### src/hw/rtl/blh_pkg.sv
// ----------------------------------------------------------------------------
// blh_pkg
// Shared types and constants for the battery level indicator with hysteresis.
// ----------------------------------------------------------------------------
package blh_pkg;

  localparam int unsigned MvWidth   = 13;
  localparam int unsigned HystWidth = 10;
  localparam int unsigned CfgIdxW   = 3;

  // Level codes as they appear on the result channel.
  typedef enum logic [2:0] {
    LV_UNKNOWN  = 3'd0,
    LV_CHARGING = 3'd1,
    LV_EMPTY    = 3'd2,
    LV_QUARTER  = 3'd3,
    LV_HALF     = 3'd4,
    LV_THREEQ   = 3'd5,
    LV_FULL     = 3'd6
  } level_e;

  typedef enum logic [CfgIdxW-1:0] {
    CFG_FULL    = 3'd0,
    CFG_THREEQ  = 3'd1,
    CFG_HALF    = 3'd2,
    CFG_QUARTER = 3'd3,
    CFG_EMPTY   = 3'd4,
    CFG_BAD     = 3'd5,
    CFG_HYST    = 3'd6
  } cfg_idx_e;

  localparam logic [MvWidth-1:0]   FullMvRst    = 13'd4000;
  localparam logic [MvWidth-1:0]   ThreeqMvRst  = 13'd3800;
  localparam logic [MvWidth-1:0]   HalfMvRst    = 13'd3600;
  localparam logic [MvWidth-1:0]   QuarterMvRst = 13'd3400;
  localparam logic [MvWidth-1:0]   EmptyMvRst   = 13'd3200;
  localparam logic [MvWidth-1:0]   BadMvRst     = 13'd2000;
  localparam logic [HystWidth-1:0] HystMvRst    = 10'd50;

  typedef struct packed {
    logic               charger_on;
    logic [MvWidth-1:0] battery_mv;
  } sample_t;

  typedef struct packed {
    logic [2:0] level_code;
  } level_t;

  typedef struct packed {
    logic [CfgIdxW-1:0] index;
    logic [MvWidth-1:0] data;
  } cfg_req_t;

  // Threshold register bank handed to the next-state logic.
  typedef struct packed {
    logic [MvWidth-1:0]   full_mv;
    logic [MvWidth-1:0]   three_quarter_mv;
    logic [MvWidth-1:0]   half_mv;
    logic [MvWidth-1:0]   quarter_mv;
    logic [MvWidth-1:0]   empty_mv;
    logic [MvWidth-1:0]   bad_mv;
    logic [HystWidth-1:0] hysteresis_mv;
  } thresholds_t;

endpackage

### src/hw/rtl/blh_next_state.sv
// ----------------------------------------------------------------------------
// blh_next_state
// Next level state from the current state, one sample and the thresholds.
// ----------------------------------------------------------------------------
module blh_next_state (
  input  blh_pkg::level_e      state_i,
  input  logic                 charger_on_i,
  input  logic [12:0]          battery_mv_i,
  input  blh_pkg::thresholds_t thr_i,
  output blh_pkg::level_e      state_o
);
  import blh_pkg::*;

  // Sums are one bit wider than a threshold, so a threshold plus the margin
  // never wraps. The lower test is rearranged as v + hyst < thr, which keeps
  // everything unsigned.
  localparam int unsigned SumW = MvWidth + 1;

  logic [SumW-1:0] v_ext;
  logic [SumW-1:0] h_ext;
  logic [SumW-1:0] v_plus_h;
  level_e          pick;

  function automatic logic above(input logic [SumW-1:0] v, input logic [SumW-1:0] h,
                                 input logic [MvWidth-1:0] thr);
    logic [SumW-1:0] lim;
    lim = {1'b0, thr} + h;
    return v > lim;
  endfunction

  function automatic logic below(input logic [SumW-1:0] vh,
                                 input logic [MvWidth-1:0] thr);
    return vh < {1'b0, thr};
  endfunction

  assign v_ext    = {1'b0, battery_mv_i};
  assign h_ext    = {{(SumW-HystWidth){1'b0}}, thr_i.hysteresis_mv};
  assign v_plus_h = v_ext + h_ext;

  // Plain strict-above selection, highest level first.
  always_comb begin
    if (battery_mv_i > thr_i.full_mv) begin
      pick = LV_FULL;
    end else if (battery_mv_i > thr_i.three_quarter_mv) begin
      pick = LV_THREEQ;
    end else if (battery_mv_i > thr_i.half_mv) begin
      pick = LV_HALF;
    end else if (battery_mv_i > thr_i.quarter_mv) begin
      pick = LV_QUARTER;
    end else if (battery_mv_i > thr_i.empty_mv) begin
      pick = LV_EMPTY;
    end else begin
      pick = LV_UNKNOWN;
    end
  end

  always_comb begin
    state_o = state_i;
    if (state_i == LV_CHARGING) begin
      if (!charger_on_i) state_o = pick;
    end else if (charger_on_i) begin
      state_o = LV_CHARGING;
    end else begin
      case (state_i)
        LV_FULL: begin
          if (below(v_plus_h, thr_i.three_quarter_mv)) state_o = LV_THREEQ;
        end
        LV_THREEQ: begin
          if (above(v_ext, h_ext, thr_i.full_mv)) state_o = LV_FULL;
          else if (below(v_plus_h, thr_i.half_mv)) state_o = LV_HALF;
        end
        LV_HALF: begin
          if (above(v_ext, h_ext, thr_i.three_quarter_mv)) state_o = LV_THREEQ;
          else if (below(v_plus_h, thr_i.quarter_mv)) state_o = LV_QUARTER;
        end
        LV_QUARTER: begin
          if (above(v_ext, h_ext, thr_i.half_mv)) state_o = LV_HALF;
          else if (below(v_plus_h, thr_i.empty_mv)) state_o = LV_EMPTY;
        end
        LV_EMPTY: begin
          if (above(v_ext, h_ext, thr_i.quarter_mv)) state_o = LV_QUARTER;
          else if (battery_mv_i < thr_i.bad_mv) state_o = LV_UNKNOWN;
        end
        default: begin
          state_o = pick;
        end
      endcase
    end
  end

endmodule

### config.mk
export PLATFORM = sky130hd
export DESIGN_NAME = blh_next_state
export DESIGN_NICKNAME = d
export VERILOG_FILES = /design/src/hw/rtl/blh_pkg.sv /design/src/hw/rtl/blh_next_state.sv
export SDC_FILE = /design/constraint.sdc
export NUM_CORES = 1
export LEC_CHECK = 0
export BUFFER_PORTS_ARGS = -buffer_cell sky130_fd_sc_hd__buf_4
export CORE_MARGIN = 5
export CORE_UTILIZATION = 25
export DETAILED_ROUTE_END_ITERATION = 10
export GPL_ROUTABILITY_DRIVEN = 0
export PLACE_DENSITY = 0.42
export RECOVER_POWER = 25
export SLEW_MARGIN = 40
export SYNTH_ARGS = -nofsm -noshare
export SYNTH_HDL_FRONTEND = slang
export SYNTH_SLANG_ARGS = --single-unit
### constraint.sdc
create_clock -name vclk -period 5.4
set_input_delay 1.08 -clock vclk [all_inputs]
set_output_delay 1.08 -clock vclk [all_outputs]
set_load 0.05 [all_outputs]
# ---- Word level (Yosys, flattened, before mapping)
# Cells that the tools add are included.
dict set report totals {
  out_inout_bits 3
  input_bits 105
  wordCells 43
  reg_bits 0
}
dict set report op_classes {
  n_mux 18
  n_addsub 5
  n_eq_ne 6
  order_cmp 14
}
# cell count
set ops {}
lappend ops {{13-bit by 10-bit adder with 14-bit output} 5}
lappend ops {{13-bit > comparator} 5}
lappend ops {{13-bit by 14-bit > comparator with 1-bit output} 4}
lappend ops {{14-bit by 13-bit less-than comparator with 1-bit output} 4}
lappend ops {{3-bit two-way mux} 15}
lappend ops {{3-bit one-hot mux with 5 select lines} 1}
lappend ops {{13-bit less-than comparator} 1}
lappend ops {{3-bit == test (second input constant)} 3}
lappend ops {{3-bit by 2-bit == test with 1-bit output (second input constant)} 2}
lappend ops {{2-bit two-way mux} 2}
lappend ops {{3-bit by 1-bit == test with 1-bit output (second input constant)} 1}

# ---- Logic depth before layout (Yosys ltp)
# Gate-level depths: netlist of run 1.
dict set report depth {
  ltp_word 9
  mapped_depth 19
  depth_no_buf 19
}

# ---- Worst setup path before layout of run 1
# No wires, ideal clock.
dict set report synth_timing {
  kind {input to output}
  startpoint {input port battery_mv_i[0]}
  endpoint {output port state_o[1]}
  path_stages 18
  arrival_time_ns 5.366
  setup_slack_ns -1.046
  cell_sequence {ha_1 > fa_1 > a21o_1 > a21oi_1 > o21bai_1 > a21oi_1 > o21ai_0 > a21o_1 > a21oi_1 > xnor2_1 > ha_1 > nand3_1 > o22ai_1 > nor2_1 > o21ai_0 > a211oi_1 > nand3_1 > a311oi_1}
}
dict set report synth_between {
  elab_chain_len 9
}
# element line
set synth_lines {}
lappend synth_lines {{start: declaration} blh_next_state.sv:8} ;# input logic [12:0] battery_mv_i,
lappend synth_lines {{branches (longest 8 deep; another with 13-bit by 10-bit adder with 14-bit output)} n/a}
lappend synth_lines {{3-bit two-way mux (*)} blh_next_state.sv:59} ;# if (state_i == LV_CHARGING) begin
lappend synth_lines {{end: declaration} blh_next_state.sv:10} ;# output blh_pkg::level_e state_o
# Mark *: on every way between the ends.

# ---- Final worst setup path of run 1
dict set report layout_timing {
  startpoint {input port thr_i[0] (netlist name)}
  endpoint {output port state_o[1]}
}
dict set report layout_between {
  elab_chain_len 7
}
# element line
set layout_lines {}
lappend layout_lines {{start: declaration} blh_next_state.sv:9} ;# input blh_pkg::thresholds_t thr_i,
lappend layout_lines {{13-bit by 10-bit adder with 14-bit output} blh_next_state.sv:38} ;# assign v_plus_h = v_ext + h_ext;
lappend layout_lines {{14-bit by 13-bit less-than comparator with 1-bit output} blh_next_state.sv:33} ;# return vh < {1'b0, thr};
lappend layout_lines {{3-bit two-way mux (on tied branches)} {blh_next_state.sv:78, blh_next_state.sv:70, blh_next_state.sv:74}}
lappend layout_lines {{3-bit two-way mux (on tied branches)} {blh_next_state.sv:77, blh_next_state.sv:69, blh_next_state.sv:73}}
lappend layout_lines {{3-bit one-hot mux with 5 select lines (*)} blh_next_state.sv:64} ;# case (state_i)
lappend layout_lines {{3-bit two-way mux (*)} blh_next_state.sv:61} ;# end else if (charger_on_i) begin
lappend layout_lines {{3-bit two-way mux (*)} blh_next_state.sv:59}
# Mark *: on every way between the ends. The rest lies on a longest branch, timed or not.

==> impl_metrics.toml, run 1 <==
[global_routing]
grtUsageMet3_pct = 0.758
grt_max_degree = 15
use_met2_pct = 30.8
top_usage_layer = "met2"
grt_usage_pct = 17.1
use_met1_pct = 22.8
grt_pass1_wl_um = 39300
antenna_found_initial = 0
grt_overflow = 0
grt_pass1_vias = 7437

[outcome]
status = "finished with violations"
failed_checks = "setup timing"

[layout]
final_nets = 1459
seq_cell_count = 0
drive_gt1_share_pct = 29.8
area_growth_pct = 42.6
fillCellCount = 2787
layout_common_cells = "buf_4, ha_1, inv_1, a21oi_1, nand2_1"
clkbuf_count = 0
utilization_pct = 36.0
layout_commonest_cell = "buf_4"
regArea_um2 = 0
num_antenna_cells = 0
stdcell_count = 1455

[sta]
hold_viol = 0
finalSetupViolCount = 3
maxSlewViolCount = 0
worst_slew_pin_slew_ns = 0.680
max_freq_ghz = 0.175
min_period_over_period_pct = 106
holdWs_ns = 2.46
tns_ns = -0.778
setup_slack_ns = -0.304
rsz0062_at_grt = "yes"
post-route-min-period_ns = 5.70
slew_headroom_pct = 53.5

[setup_path]
critPathRequiredTime_ns = 4.32
path_max_fanout = 5
endpoint_kind = "primary output"
start_kind = "input port"
worstSetupPathType = "in -> out"
arrival_ns = 4.62

[routing]
wl_per_cell_um = 17.7
ant_nets = 0
via_per_inst = 4.91
dr.pass1.iters = 4
num_vias = 7144
drt_iter0_drc = 205
drc = 0
finalWirelength_um = 25700

[die]
dieHeight_um = 172
rows = 59
num_io_pins = 108
initial_core_util_pct = 25.3
core_um2 = 25900
die_area_um2 = 29500
die_x_um = 172

[worst_hold_path]
hold_class = "in -> out"
hold_end = "state_o[1]"
hold_path.startpoint = "charger_on_i"
min_path_cells = 3

[power_and_ir_drop]
p_leak_nw = 4.88
ir_worst_vdd_mv = 0.0452
power_density_nw_per_um2 = 130
p_total_mw = 1.21

[yosys]
ys_seq_area_share_pct = 0
avgSynthCellArea_um2 = 7.66
synth_top_cell_by_area = "ha_1"
synth_cell_types = 59
syn_nets = 1192
syn_inst = 855
synth-warning-count = 0
synth_top_area_share_pct = 43.4
syn-cell-area_um2 = 6550
yosys-top-cells-area = "ha_1, a21oi_1, inv_1, xnor2_1, a21o_1"

[placed_design]
dp.cells = 1446
place_hpwl_um = 22700
port_buffers = 108

[clocking]
cts_hold_buf = 0

[flow_run]
max_cap_violations = 0
-- worst max path at each step --
stage	start	to	slack, ns	cells past startpoint
6_report	thr_i[0]	state_o[1]	-0.30	21
5_1_grt	battery_mv_i[0]	state_o[1]	-0.52	21
3_5_place_dp	thr_i[0]	state_o[1]	-0.62	20
4_1_cts	battery_mv_i[0]	state_o[1]	-0.39	21
3_3_place_gp	thr_i[0]	state_o[1]	-0.69	20
2_1_floorplan	thr_i[0]	state_o[1]	-0.19	19
-- layout make-up --
cell class	count	area, µm²	share of cell area (%)
repair buffers	266	2080	22.3
inverters	101	379	4.06
multi-input cells	753	6460	69.2
well taps	335	419	4.49
-- cell families (layout without fill, tap and decap cells) --
logic type	after synthesis	after routing	share of synthesized area, %
AOI/OAI and AO/OA	275	275	27.6
xor gates and xnor gates	53	53	7.09
adders and majority gates	232	232	44.9
buffers and inverters	102	367	5.85
and+or+nand+nor	193	193	14.6
-- worst max-delay path, stage by stage --
cell	delay [ns]
buf_12	0.12
ha_1	0.22
fa_2	0.35
a21o_1	0.19
a21oi_2	0.15
o21bai_1	0.09
a21oi_1	0.14
buf_4	0.14
o21ai_2	0.08
a21o_1	0.20
a21oi_2	0.14
xnor2_1	0.08
ha_1	0.18
a21o_1	0.18
a21o_1	0.19
a211oi_2	0.24
a211oi_2	0.07
nor2_1	0.13
nand3_2	0.12
a311oi_4	0.32
buf_6	0.20
-- Yosys cell counts, types with 3 or more instances --
cell type and n:
a21boi_0 3, o22ai_1 3, o21a_1 13, or3_1 4, and3_1 7, o21bai_1 15, a2111oi_0 4, a21oi_1 83
a21oi_2 3, o21ai_0 46, nor2_1 37, xnor2_1 41, ha_1 227, o211ai_1 8, or2_2 4, and2_1 3
a211oi_1 19, nand4_1 17, inv_1 101, a211o_1 3, a21o_1 39, o31ai_1 3, nor2b_1 10, nor3_1 21
nand3_1 27, xor2_1 12, a31oi_1 5, nand2b_1 9, o221ai_1 3, fa_1 5, nand2_1 46
-- per-stage QoR --
stage	setup WS, ns	area (µm²)
final	-0.304	9340
after global routing	-0.521	9340
after detailed placement	-0.624	9050
after global placement	-0.688	9050
after floorplan	-0.190	6660
after CTS	-0.394	9210
-- power by group --
group	leakage (nW)	switching (mW)	internal [mW]
Sequential	0	0	0
Combinational	4.88	0.619	0.593
Clock	0	0	0
Total	4.88	0.619	0.593
-- per-layer routing --
metal	vias up	part of all wire, %
li1	3730	-
met1	3260	47
met2	133	47
met3	21	4.1
met4	0	2.1
met5	-	0
-- what timing repair did --
item | CTS | global route
pin swaps | 22 | 22
gates resized for setup | 27 | 22
endpoints found under the setup margin | 3 | 3
buffers inserted | 5 | 4
Power figures use the tool's default switching activity.
==> inputs of run 2 (changes only) <==
- CORE_UTILIZATION: 25 -> 40
- PLACE_DENSITY: 0.42 -> 0.61
==> run 2 against run 1 <==
Against the previous run: the run still ends with setup timing left; worst hold slack better by 0.0027 ns; cell count down 9.7%; total power down 4.3%; flip-flop and latch count unchanged; clock-buffer cell count unchanged; sequential share of layout area unchanged; first-iteration DRC count up 68%; largest cell class unchanged.
==> impl_metrics.toml, run 2 (synthesis gave the netlist of run 1 again) <==
[outcome]
status = "finished with violations"
failed_checks = "setup timing"

[global_routing]
grt_pass1_wl_um = 34600
grt_pass1_vias = 7065
grt_overflow = 0
antenna_found_initial = 0
grt_max_degree = 16
grt_usage_pct = 23.2

[layout]
final_nets = 1437
layout_common_cells = "buf_4, ha_1, inv_1, a21oi_1, nand2_1"
design_area_um2 = 8940
clkbuf_count = 0
regArea_um2 = 0
drive_gt1_share_pct = 27.4
area_growth_pct = 36.5
fillCellCount = 1599
utilization_pct = 55.9
layout_commonest_cell = "buf_4"
num_antenna_cells = 0
seq_cell_count = 0

[routing]
drt_iter0_drc = 345
num_vias = 7234
ant_nets = 0
drc = 0
dr.pass1.iters = 5
finalWirelength_um = 22300
via_per_inst = 5.51
wl_per_cell_um = 16.9

[setup_path]
start_kind = "input port"
worst_path_max_delay_cell = "fa_2"
endpoint_kind = "primary output"
cpPeakStageDelay_ns = 0.37
critPathRequiredTime_ns = 4.32
path_max_fanout = 9
crit_top_cell = "a21oi_2"
worstSetupPathType = "in -> out"
arrival_ns = 4.64
path_cells = "buf_8 -> buf_4 -> fa_2 -> a21o_1 -> a21oi_2 -> o21bai_1 -> a21oi_2 -> o21ai_2 -> a21o_1 -> a21oi_2 -> xnor2_2 -> ha_1 -> nand3_2 -> o22ai_1 -> nor2_1 -> o21ai_0 -> a211oi_1 -> buf_4 -> nand3_2 -> a311oi_4 -> buf_6"

[sta]
maxSlewViolCount = 0
slew_headroom_pct = 55.7
rsz0062_at_grt = "yes"
holdWs_ns = 2.46
min_period_over_period_pct = 106
max_freq_ghz = 0.175
finalSetupViolCount = 3
setup_slack_ns = -0.318
hold_viol = 0
tns_ns = -0.800
worst_slew_pin_slew_ns = 0.648
post-route-min-period_ns = 5.72

[power_and_ir_drop]
power.share.clock_pct = 0
power_frac_comb_pct = 100.0
p_leak_nw = 4.73
power.net_switching_mw = 0.593
switching_share_pct = 51.1
ir_worst_vdd_mv = 0.0575
internal-power_mw = 0.568
power_density_nw_per_um2 = 130
seqPwrFrac_pct = 0

[die]
initial_core_util_pct = 40.9
die_x_um = 138
rows = 46
die_area_um2 = 19000
core_um2 = 16000
num_io_pins = 108
dieHeight_um = 138

[worst_hold_path]
hold_class = "in -> out"
min_path_cells = 3
hold_path.startpoint = "charger_on_i"
hold_end = "state_o[1]"

[placed_design]
place_ws_ns = -0.494
place_area_um2 = 8680
place_hpwl_um = 19400
port_buffers = 108

[flow_run]
max_cap_violations = 0

[clocking]
cts_hold_buf = 0
## run 2: cell count changes in the layout (fill, tap and decap cells not counted), sizes merged
cell  before  now
buf      266  244
## run 2: metal layers
metal  vias up  share of wire, %  global-route usage [%]
li1       3695                 -                       -
met1      3298                45                    30.5
met2       207                47                    41.7
met3        34               4.9                   0.689
met4         0               3.4                    5.76
met5         -                 0                       0
## run 2: how the worst max path moves through the flow
stage	start	endpoint	slack, ns
4_1_cts	thr_i[1]	state_o[1]	-0.35
5_1_grt	thr_i[0]	state_o[1]	-0.51
6_report	thr_i[1]	state_o[1]	-0.32
2_1_floorplan	thr_i[0]	state_o[1]	-0.19
3_5_place_dp	thr_i[0]	state_o[1]	-0.49
3_3_place_gp	thr_i[0]	state_o[1]	-0.46
## run 2: worst max-delay path: cells and delay by family
kind / cells / cell delay [ns]
AO/OA/AOI/OAI: 11 / 1.75
adder cells (fa/ha/maj): 2 / 0.68
buffers and inverters: 4 / 0.64
AND/OR/NAND/NOR: 3 / 0.28
XOR/XNOR: 1 / 0.18
## run 2: repair_timing
action / CTS / global route
gates resized for setup: 26 / 12
setup buffers: 8 / 5
pin swaps: 42 / 23
endpoints found under the setup margin: 3 / 3
## run 2: layout make-up
class	instances	area, µm²	area share (%)
Timing Repair Buffer	244	1880	21.0
Inverter	101	379	4.24
Tap cell	216	270	3.02
Multi-Input combinational cell	753	6410	71.7
## run 2: through the flow
stage          power (mW)  instances
6_report             1.16       1314
5_1_grt              1.30       1314
4_1_cts              1.14       1309
3_5_place_dp         1.11       1302
3_3_place_gp         1.09       1302
2_1_floorplan       0.659        855
## run 2: power groups by stage
stage          Combinational [mW]  Clock, mW  Sequential (mW)
4_1_cts                      1.14          0                0
3_3_place_gp                 1.09          0                0
6_report                     1.16          0                0
5_1_grt                      1.30          0                0
3_5_place_dp                 1.11          0                0
2_1_floorplan               0.659          0                0
